==> src/prio_sched_pkg.sv <==
// Shared types and codes for the priority scheduler with lock inheritance.
// Holds the per-slot flag layout and the input operation codes.
// No dependencies.
`timescale 1ns / 1ps
`default_nettype none

package prio_sched_pkg;

  localparam logic OP_ADD  = 1'b0;
  localparam logic OP_TICK = 1'b1;

  localparam int FLAG_BITS = 5;

  typedef struct packed {
    logic done;
    logic block;
    logic hold;
    logic want;
    logic used;
  } task_flags_t;

endpackage

`default_nettype wire

==> src/priority_scheduler_with_lock_inheritance_core.sv <==
// Task-slot scheduler with one shared lock and optional priority inheritance.
// Slot state sits in one synchronous memory; a sequencer walks it per tick.
// Depends on prio_sched_pkg.
//
//   channel  | handshake           | payload
//   ---------+---------------------+-----------------------------------------------
//   in_      | in_valid/in_ready   | operation, slot, priority_req, work_units,
//            |                     | lock_req
//   out_     | out_valid/out_ready | accepted, ran_valid, ran_slot, task_finished,
//            |                     | all_stuck, tick_number
//   cfg_     | cfg_valid/cfg_ready | inheritance_on
//
// An add passes through write-back and output after its transfer; the slot
// read is issued at the transfer edge.
// A tick passes through grant scan, grant write, pick scan, run write and
// output when the lock is free, and skips the grant steps when it is held; each
// scan reads one slot per cycle from the slot memory.
// Reset (synchronous, rst_n low) frees every slot through per-slot valid bits,
// drops the lock and clears the tick count. A new item is taken only while the
// sequencer is idle; a stalled result waits in the output register.
`timescale 1ns / 1ps
`default_nettype none

module priority_scheduler_with_lock_inheritance_core
  import prio_sched_pkg::*;
#(
  parameter int NUM_TASKS = 4,
  parameter int PRIO_BITS = 8,
  parameter int WORK_BITS = 16
) (
  input  wire logic        clk,
  input  wire logic        rst_n,

  input  wire logic        in_valid,
  output logic             in_ready,
  input  wire logic        in_operation,
  input  wire logic [1:0]  in_slot,
  input  wire logic [7:0]  in_priority_req,
  input  wire logic [15:0] in_work_units,
  input  wire logic        in_lock_req,

  output logic             out_valid,
  input  wire logic        out_ready,
  output logic             out_accepted,
  output logic             out_ran_valid,
  output logic [1:0]       out_ran_slot,
  output logic             out_task_finished,
  output logic             out_all_stuck,
  output logic [31:0]      out_tick_number,

  input  wire logic        cfg_valid,
  output logic             cfg_ready,
  input  wire logic        cfg_inheritance_on
);

  localparam int SW = (NUM_TASKS > 1) ? $clog2(NUM_TASKS) : 1;
  localparam int CW = $clog2(NUM_TASKS + 1);
  localparam int PW = PRIO_BITS;
  localparam int WW = WORK_BITS;
  localparam int EW = PW + WW + FLAG_BITS;

  localparam logic [2:0] S_IDLE  = 3'd0;
  localparam logic [2:0] S_ADD   = 3'd1;
  localparam logic [2:0] S_GSCAN = 3'd2;
  localparam logic [2:0] S_GWR   = 3'd3;
  localparam logic [2:0] S_PSCAN = 3'd4;
  localparam logic [2:0] S_RUN   = 3'd5;
  localparam logic [2:0] S_FIN   = 3'd6;

  localparam logic [CW-1:0] SCAN_END = CW'(NUM_TASKS);

  // slot memory and per-slot valid bits (an unwritten slot reads as zero)
  logic [EW-1:0]        mem [NUM_TASKS];
  logic [NUM_TASKS-1:0] vld_r;
  logic [EW-1:0]        rd_data_r;
  logic                 rd_vld_r;
  logic [SW-1:0]        rd_addr;
  logic                 wr_en;
  logic [SW-1:0]        wr_addr;
  logic [EW-1:0]        wr_data;

  logic [EW-1:0]        ent;
  logic [PW-1:0]        e_prio;
  logic [WW-1:0]        e_work;
  task_flags_t          e_fl;

  logic [2:0]    state_r, state_nxt;
  logic [CW-1:0] cnt_r, cnt_nxt;
  logic [SW-1:0] scan_idx;

  logic          inh_r;
  logic          lock_held_r, lock_held_nxt;
  logic [SW-1:0] holder_slot_r, holder_slot_nxt;
  logic [31:0]   tick_count_r, tick_count_nxt;

  logic [SW-1:0] slot_r, slot_nxt;
  logic [PW-1:0] prio_in_r, prio_in_nxt;
  logic [WW-1:0] work_in_r, work_in_nxt;
  logic          want_r, want_nxt;

  // grant scan
  logic          found_r, found_nxt;
  logic [SW-1:0] w_slot_r, w_slot_nxt;
  logic [PW-1:0] w_prio_r, w_prio_nxt;
  logic [WW-1:0] w_work_r, w_work_nxt;
  task_flags_t   w_fl_r, w_fl_nxt;

  // pick scan: best non-holder candidate, holder candidate, top blocked priority
  logic          have_r, have_nxt;
  logic [SW-1:0] best_slot_r, best_slot_nxt;
  logic [PW-1:0] best_prio_r, best_prio_nxt;
  logic [WW-1:0] best_work_r, best_work_nxt;
  task_flags_t   best_fl_r, best_fl_nxt;
  logic          hcand_r, hcand_nxt;
  logic [PW-1:0] hprio_r, hprio_nxt;
  logic [WW-1:0] hwork_r, hwork_nxt;
  task_flags_t   hfl_r, hfl_nxt;
  logic [PW-1:0] maxblk_r, maxblk_nxt;

  // run step
  logic [PW-1:0] heff;
  logic          take_h;
  logic [SW-1:0] sel_slot;
  logic [PW-1:0] sel_prio;
  logic [WW-1:0] sel_work;
  logic [WW-1:0] work_dec;
  task_flags_t   sel_fl;
  task_flags_t   new_fl;
  logic          slot_free;

  // pending result
  logic          res_acc_r, res_acc_nxt;
  logic          res_ran_r, res_ran_nxt;
  logic [SW-1:0] res_slot_r, res_slot_nxt;
  logic          res_fin_r, res_fin_nxt;
  logic          res_stuck_r, res_stuck_nxt;
  logic [31:0]   res_tick_r, res_tick_nxt;

  logic          out_valid_r, out_valid_nxt;
  logic          out_acc_r, out_ran_r, out_fin_r, out_stuck_r;
  logic [SW-1:0] out_slot_r;
  logic [31:0]   out_tick_r;
  logic          out_load;

  assign in_ready  = (state_r == S_IDLE);
  assign cfg_ready = 1'b1;

  assign out_valid         = out_valid_r;
  assign out_accepted      = out_acc_r;
  assign out_ran_valid     = out_ran_r;
  assign out_ran_slot      = 2'(out_slot_r);
  assign out_task_finished = out_fin_r;
  assign out_all_stuck     = out_stuck_r;
  assign out_tick_number   = out_tick_r;

  assign ent      = rd_vld_r ? rd_data_r : '0;
  assign e_prio   = ent[EW-1 -: PW];
  assign e_work   = ent[WW+FLAG_BITS-1 : FLAG_BITS];
  assign e_fl     = task_flags_t'(ent[FLAG_BITS-1:0]);
  assign scan_idx = SW'(cnt_r - CW'(1));

  // selection between holder (with inherited priority) and best other task
  always_comb begin
    heff     = (inh_r && (maxblk_r > hprio_r)) ? maxblk_r : hprio_r;
    take_h   = hcand_r && (!have_r || (heff > best_prio_r) ||
               ((heff == best_prio_r) && (holder_slot_r < best_slot_r)));
    sel_slot = take_h ? holder_slot_r : best_slot_r;
    sel_prio = take_h ? hprio_r : best_prio_r;
    sel_work = take_h ? hwork_r : best_work_r;
    sel_fl   = take_h ? hfl_r : best_fl_r;
    work_dec = sel_work - WW'(1);
    new_fl   = sel_fl;
    if (work_dec == '0) begin
      new_fl.done = 1'b1;
      new_fl.hold = 1'b0;
    end
    slot_free = !e_fl.used || e_fl.done;
  end

  always_comb begin
    state_nxt       = state_r;
    cnt_nxt         = cnt_r;
    lock_held_nxt   = lock_held_r;
    holder_slot_nxt = holder_slot_r;
    tick_count_nxt  = tick_count_r;
    slot_nxt        = slot_r;
    prio_in_nxt     = prio_in_r;
    work_in_nxt     = work_in_r;
    want_nxt        = want_r;
    found_nxt       = found_r;
    w_slot_nxt      = w_slot_r;
    w_prio_nxt      = w_prio_r;
    w_work_nxt      = w_work_r;
    w_fl_nxt        = w_fl_r;
    have_nxt        = have_r;
    best_slot_nxt   = best_slot_r;
    best_prio_nxt   = best_prio_r;
    best_work_nxt   = best_work_r;
    best_fl_nxt     = best_fl_r;
    hcand_nxt       = hcand_r;
    hprio_nxt       = hprio_r;
    hwork_nxt       = hwork_r;
    hfl_nxt         = hfl_r;
    maxblk_nxt      = maxblk_r;
    res_acc_nxt     = res_acc_r;
    res_ran_nxt     = res_ran_r;
    res_slot_nxt    = res_slot_r;
    res_fin_nxt     = res_fin_r;
    res_stuck_nxt   = res_stuck_r;
    res_tick_nxt    = res_tick_r;
    out_valid_nxt   = out_valid_r;
    out_load        = 1'b0;
    rd_addr         = '0;
    wr_en           = 1'b0;
    wr_addr         = '0;
    wr_data         = '0;

    if (out_valid_r && out_ready) begin
      out_valid_nxt = 1'b0;
    end

    case (state_r)
      S_IDLE: begin
        if (32'(in_slot) < NUM_TASKS) begin
          rd_addr = SW'(in_slot);
        end
        if (in_valid) begin
          slot_nxt      = SW'(in_slot);
          prio_in_nxt   = PW'(in_priority_req);
          work_in_nxt   = WW'(in_work_units);
          want_nxt      = in_lock_req;
          res_acc_nxt   = 1'b0;
          res_ran_nxt   = 1'b0;
          res_slot_nxt  = '0;
          res_fin_nxt   = 1'b0;
          res_stuck_nxt = 1'b0;
          res_tick_nxt  = tick_count_r;
          cnt_nxt       = '0;
          found_nxt     = 1'b0;
          have_nxt      = 1'b0;
          hcand_nxt     = 1'b0;
          maxblk_nxt    = '0;
          if (in_operation == OP_TICK) begin
            res_acc_nxt = 1'b1;
            state_nxt   = lock_held_r ? S_PSCAN : S_GSCAN;
          end else if (32'(in_slot) < NUM_TASKS) begin
            state_nxt = S_ADD;
          end else begin
            state_nxt = S_FIN;
          end
        end
      end

      S_ADD: begin
        if (slot_free) begin
          res_acc_nxt  = 1'b1;
          wr_en        = 1'b1;
          wr_addr      = slot_r;
          wr_data[EW-1 -: PW] = prio_in_r;
          wr_data[WW+FLAG_BITS-1 : FLAG_BITS] = work_in_r;
          if (work_in_r == '0) begin
            wr_data[FLAG_BITS-1:0] = task_flags_t'{done: 1'b1, block: 1'b0, hold: 1'b0,
                                                   want: 1'b0, used: 1'b1};
          end else begin
            wr_data[FLAG_BITS-1:0] = task_flags_t'{done: 1'b0,
                                                   block: want_r && lock_held_r,
                                                   hold: 1'b0, want: want_r,
                                                   used: 1'b1};
          end
        end
        state_nxt = S_FIN;
      end

      S_GSCAN: begin
        rd_addr = (cnt_r == SCAN_END) ? '0 : SW'(cnt_r);
        if (cnt_r != '0) begin
          if (e_fl.used && !e_fl.done && e_fl.want && !e_fl.hold &&
              (!found_r || (e_prio > w_prio_r))) begin
            found_nxt  = 1'b1;
            w_slot_nxt = scan_idx;
            w_prio_nxt = e_prio;
            w_work_nxt = e_work;
            w_fl_nxt   = e_fl;
          end
        end
        if (cnt_r == SCAN_END) begin
          state_nxt = S_GWR;
        end else begin
          cnt_nxt = cnt_r + CW'(1);
        end
      end

      S_GWR: begin
        // hand the free lock to the chosen waiter before the pick scan reads it
        if (found_r) begin
          wr_en   = 1'b1;
          wr_addr = w_slot_r;
          wr_data[EW-1 -: PW] = w_prio_r;
          wr_data[WW+FLAG_BITS-1 : FLAG_BITS] = w_work_r;
          wr_data[FLAG_BITS-1:0] = task_flags_t'{done: w_fl_r.done, block: 1'b0,
                                                 hold: 1'b1, want: w_fl_r.want,
                                                 used: w_fl_r.used};
          holder_slot_nxt = w_slot_r;
          lock_held_nxt   = 1'b1;
        end
        cnt_nxt   = '0;
        state_nxt = S_PSCAN;
      end

      S_PSCAN: begin
        rd_addr = (cnt_r == SCAN_END) ? '0 : SW'(cnt_r);
        if (cnt_r != '0) begin
          if (e_fl.block && (e_prio > maxblk_r)) begin
            maxblk_nxt = e_prio;
          end
          if (e_fl.used && !e_fl.done && !e_fl.block && (e_work != '0) &&
              (!e_fl.want || e_fl.hold)) begin
            if (lock_held_r && (scan_idx == holder_slot_r)) begin
              hcand_nxt = 1'b1;
              hprio_nxt = e_prio;
              hwork_nxt = e_work;
              hfl_nxt   = e_fl;
            end else if (!have_r || (e_prio > best_prio_r)) begin
              have_nxt      = 1'b1;
              best_slot_nxt = scan_idx;
              best_prio_nxt = e_prio;
              best_work_nxt = e_work;
              best_fl_nxt   = e_fl;
            end
          end
        end
        if (cnt_r == SCAN_END) begin
          state_nxt = S_RUN;
        end else begin
          cnt_nxt = cnt_r + CW'(1);
        end
      end

      S_RUN: begin
        if (have_r || hcand_r) begin
          wr_en   = 1'b1;
          wr_addr = sel_slot;
          wr_data[EW-1 -: PW] = sel_prio;
          wr_data[WW+FLAG_BITS-1 : FLAG_BITS] = work_dec;
          wr_data[FLAG_BITS-1:0] = new_fl;
          res_ran_nxt  = 1'b1;
          res_slot_nxt = sel_slot;
          if (work_dec == '0) begin
            res_fin_nxt = 1'b1;
            if (sel_fl.hold) begin
              lock_held_nxt = 1'b0;
            end
          end
          tick_count_nxt = tick_count_r + 32'd1;
        end else begin
          res_stuck_nxt = 1'b1;
        end
        state_nxt = S_FIN;
      end

      S_FIN: begin
        // hold the result until the output register is free
        if (!out_valid_r || out_ready) begin
          out_load      = 1'b1;
          out_valid_nxt = 1'b1;
          state_nxt     = S_IDLE;
        end
      end

      default: begin
        state_nxt = S_IDLE;
      end
    endcase
  end

  always_ff @(posedge clk) begin
    if (wr_en) begin
      mem[wr_addr] <= wr_data;
    end
    rd_data_r <= mem[rd_addr];
  end

  always_ff @(posedge clk) begin
    if (!rst_n) begin
      state_r       <= S_IDLE;
      cnt_r         <= '0;
      vld_r         <= '0;
      rd_vld_r      <= 1'b0;
      inh_r         <= 1'b0;
      lock_held_r   <= 1'b0;
      holder_slot_r <= '0;
      tick_count_r  <= '0;
      out_valid_r   <= 1'b0;
    end else begin
      state_r       <= state_nxt;
      cnt_r         <= cnt_nxt;
      rd_vld_r      <= vld_r[rd_addr];
      if (wr_en) begin
        vld_r[wr_addr] <= 1'b1;
      end
      if (cfg_valid && cfg_ready) begin
        inh_r <= cfg_inheritance_on;
      end
      lock_held_r   <= lock_held_nxt;
      holder_slot_r <= holder_slot_nxt;
      tick_count_r  <= tick_count_nxt;
      out_valid_r   <= out_valid_nxt;
    end
  end

  always_ff @(posedge clk) begin
    slot_r      <= slot_nxt;
    prio_in_r   <= prio_in_nxt;
    work_in_r   <= work_in_nxt;
    want_r      <= want_nxt;
    found_r     <= found_nxt;
    w_slot_r    <= w_slot_nxt;
    w_prio_r    <= w_prio_nxt;
    w_work_r    <= w_work_nxt;
    w_fl_r      <= w_fl_nxt;
    have_r      <= have_nxt;
    best_slot_r <= best_slot_nxt;
    best_prio_r <= best_prio_nxt;
    best_work_r <= best_work_nxt;
    best_fl_r   <= best_fl_nxt;
    hcand_r     <= hcand_nxt;
    hprio_r     <= hprio_nxt;
    hwork_r     <= hwork_nxt;
    hfl_r       <= hfl_nxt;
    maxblk_r    <= maxblk_nxt;
    res_acc_r   <= res_acc_nxt;
    res_ran_r   <= res_ran_nxt;
    res_slot_r  <= res_slot_nxt;
    res_fin_r   <= res_fin_nxt;
    res_stuck_r <= res_stuck_nxt;
    res_tick_r  <= res_tick_nxt;
    if (out_load) begin
      out_acc_r   <= res_acc_r;
      out_ran_r   <= res_ran_r;
      out_slot_r  <= res_slot_r;
      out_fin_r   <= res_fin_r;
      out_stuck_r <= res_stuck_r;
      out_tick_r  <= res_tick_r;
    end
  end

endmodule

`default_nettype wire

==> config.mk <==
export PLATFORM = sky130hd
export DESIGN_NAME = priority_scheduler_with_lock_inheritance_core
export DESIGN_NICKNAME = d
export VERILOG_FILES = /design/src/prio_sched_pkg.sv /design/src/priority_scheduler_with_lock_inheritance_core.sv
export SDC_FILE = /design/constraint.sdc
export NUM_CORES = 1
export LEC_CHECK = 0
export ABC_CLOCK_PERIOD_IN_PS = 7100
export BUFFER_PORTS_ARGS = -buffer_cell sky130_fd_sc_hd__buf_2
export CAP_MARGIN = 20
export CELL_PAD_IN_SITES_DETAIL_PLACEMENT = 1
export CELL_PAD_IN_SITES_GLOBAL_PLACEMENT = 1
export CORE_MARGIN = 8
export CORE_UTILIZATION = 45
export CTS_BUF_LIST = sky130_fd_sc_hd__clkbuf_2
export CTS_CLUSTER_SIZE = 10
export DETAILED_ROUTE_END_ITERATION = 8
export GPL_TIMING_DRIVEN = 0
export PLACE_DENSITY = 0.67
export REMOVE_ABC_BUFFERS = 1
export SYNTH_ARGS = -nofsm -noshare
export SYNTH_HDL_FRONTEND = slang
export SYNTH_SLANG_ARGS = --single-unit
==> constraint.sdc <==
create_clock -name clk -period 7.1 [get_ports clk]
set_input_delay 0.355 -clock clk [delete_from_list [all_inputs] [get_ports clk]]
set_output_delay 0.355 -clock clk [all_outputs]
set_load 0.02 [all_outputs]
==> impl_metrics.ini <==
[global_routing]
antenna_found_initial = 3
overflow = 0
first_global_vias = 11800
grt-busiest-layer = met2
grt_pass1_wl_um = 66500
met1_usage = 0.244
track_usage = 0.196
use_met2 = 0.331
grtUsageMet3 = 0.0430
grt_max_degree = 64

[yosys]
ys_top_cells_by_count = 319 x edfxtp_1, 109 x nand2_1, 79 x nor2_1, 77 x dfxtp_1
synth_top_area_cell = edfxtp_1
avgSynthCellArea_um2 = 13.2
synth.most_common_cell = edfxtp_1
synth-edff-count = 319
synthCells = 1257
async_flop_share = 0
ys_types = 78
synth_area_um2 = 16500
synth_seq_cells = 396
yosys.area_share.adder = 0.0348
synthXorXnorAreaFrac = 0.0265
synth-seq-area-share = 0.672
yosys-top-cells-area = edfxtp_1 58%, dfxtp_1 9.3%, ha_1 3.5%
synthMuxAreaShare = 0.0147
synth_compound_area_frac = 0.0954
yosys.area_share.simple = 0.131
synth_top_family_by_area = simple AND/OR/NAND/NOR gates
synth_top_area_share = 0.579
yosys_warnings = 0
synthFlopType = edfxtp_1

[clock_tree]
cts_root_buf = clkbuf_2
htree_levels = 3
clkSlewWorstSetupHoldPaths_ps = 90
clk_path_buf_depth = 3
cts.sinks = 396
cts_buffers = 102
cts_tree = done
clk_latency_ps = 1050

[setup_path]
required_ps = 7830
endpoint_kind = register
worstReg2RegStart = hprio_r[1]
crit_type = reg2reg
cp.arrival_ps = 7410
startpoint = hprio_r[1]
worst_setup_path_start_kind = register
path_max_fanout = 23

[drt]
routedWlPerCell_um = 20.9
drc = 0
vias = 11000
drt_iter0_drc = 558
dr.pass1.iters = 5
routed_wl_um = 42200
routed_via_density = 5.42
ant_nets = 0

[floorplan]
dieHeight_um = 208
rows = 70
fp.dieW_um = 208
ios = 75
die-area_um2 = 43200
core_area_um2 = 36400
start_util = 0.454

[final_layout]
areaGrowthSynthToFinish_pct = 16.8
finish.utilization = 0.530
final_layout_size_suffix_gt1_frac = 0.203
fillers = 3779
nNetsFinal = 1544

[timing]
finalHoldViolCount = 0
tightestPinTransition_ps = 935
clock_skew_ps = 71.7
fmax_mhz = 150
rsz0062_at_grt = false
hold_ws_ps = 105
finalCritPeriodShare = 0.941
finalCriticalPeriod_ps = 6680
drv_slew = 0
max_slew_margin = 0.376
setup-violations-final = 0

[pwr]
clkPwrFrac = 0.276
swShare = 0.315
vdd_drop_max_v = 0.000139
powerDensity_nw_per_um2 = 296
p_comb_frac = 0.198
p_leak_nw = 7.17
p_seq_frac = 0.526
p_int_w = 0.00392
p_sw_w = 0.00180

[placement]
gp_congestion = 0.802
dp_hpwl_um = 28000
port_buffers = 73

[min_path]
min_path_type = in2reg
worstHoldStart = in_work_units[11]

[status]
status = finished clean

[flow_run]
cap_violations = 0
[flip-flops by register name, summed over array words and instances, names as in the netlist, 8 cells and up]
signal	cells
w_work_r	16
prio_in_r	8
best_work_r	16
tick_count_r	32
best_prio_r	8
mem	116
hprio_r	8
work_in_r	16
out_tick_number	32
res_tick_r	32
w_prio_r	8
maxblk_r	8
hwork_r	16
rd_data_r	29
[power groups by stage]
stage	Sequential (W)	Combinational [W]	Clock, W
after floorplan	0.00302	0.000657	0
after global placement	0.00307	0.000994	0
after detailed placement	0.00306	0.00112	0
after CTS	0.00301	0.00115	0.00164
after global routing	0.00304	0.00125	0.00175
final	0.00301	0.00113	0.00158
[through the flow]
stage	std cells	setup WS, ps	power [W]	area, µm²	setup TNS [ps]
finish	2021	417	0.00572	19300	0
floorplan	1208	688	0.00368	16300	0
CTS	2015	237	0.00580	19300	0
global placement	1749	-2310	0.00407	17300	-259220
global route	2021	28.8	0.00605	19300	0
detailed placement	1771	254	0.00419	17800	0
[layer usage]
layer | vias to the layer above | part of all wire | wire [µm]
met3 | 85 | 0.040 | 1680
li1 | 5154 | - | -
met5 | - | 0 | 0
met4 | 0 | 0.024 | 1020
met2 | 212 | 0.49 | 20700
met1 | 5505 | 0.44 | 18800
[cells in the final DEF, fill, tap and decap left out, drive strengths merged, types with 3 or more instances in the layout]
cell	count
clkbuf	160
xor2	24
nor2b	11
nor4b	3
nand4	20
o21ai	49
nor2	81
nand3	23
and2	60
ha	46
xnor2	26
o21a	11
mux2i	21
buf	95
edfxtp	319
a31oi	34
dfxtp	77
a211oi	35
a221o	4
o21bai	3
o31ai	5
nand2b	13
clkinv	22
nor3	15
or3	8
a21o	11
nor4	20
o211ai	3
dlygate4sd3	57
a21oi	40
and3	14
a21boi	6
inv	53
nand3b	6
or2	10
a22oi	20
diode	6
nand2	109
[cells by family (layout without fill, tap and decap cells)]
family / Yosys count / after routing
AOI/OAI and AO/OA: 239 / 239
muxes: 23 / 23
DFF: 396 / 396
other: 1 / 7
xor gates and xnor gates: 50 / 50
buffers and inverters: 99 / 389
adders and majority gates: 46 / 46
and+or+nand+nor: 403 / 403
[critical path: stages, from the launching register on]
cell	delay [ps]
edfxtp_1	430
inv_1	110
ha_1	240
nor2b_1	130
o21ai_0	130
nand2b_1	70
a21oi_1	210
o21ai_0	100
o211a_1	300
mux2i_1	190
ha_1	300
nand2b_1	100
a2111oi_0	90
a211o_1	310
a21oi_4	470
buf_16	240
buf_16	170
mux2i_1	320
ha_2	420
or4b_4	560
nor4_2	180
xor2_1	120
nor4_1	280
nand3_1	220
a211o_1	420
a21o_1	240
[worst paths after layout]
path              cells after the start  slack, ps                  end
setup / recovery                     25        420            mem[1][2]
hold / removal                        2        100        work_in_r[11]
setup reg to reg                     25        420            mem[1][2]
hold reg to reg                       0        410  out_tick_number[25]
[cell type report]
class                           instances  area (µm²)  share of cell area
Clock buffer                          160         801              0.0414
Inverter                               50         190             0.00984
Timing Repair Buffer                  152        1360              0.0703
Multi-Input combinational cell        762        5100               0.264
Antenna cell                            6        15.0            0.000777
Clock inverter                         27         146             0.00758
Tap cell                              468         586              0.0303
Sequential cell                       396       11100               0.576
[what timing repair did]
item / CTS / global route
endpoints found under the hold margin: 80 / 0
endpoints found under the setup margin: 0 / 9
hold buffers: 57 / 0
resized for setup: 0 / 1
buffers inserted: 0 / 0
Note: power is estimated with default switching activity, not from simulation.
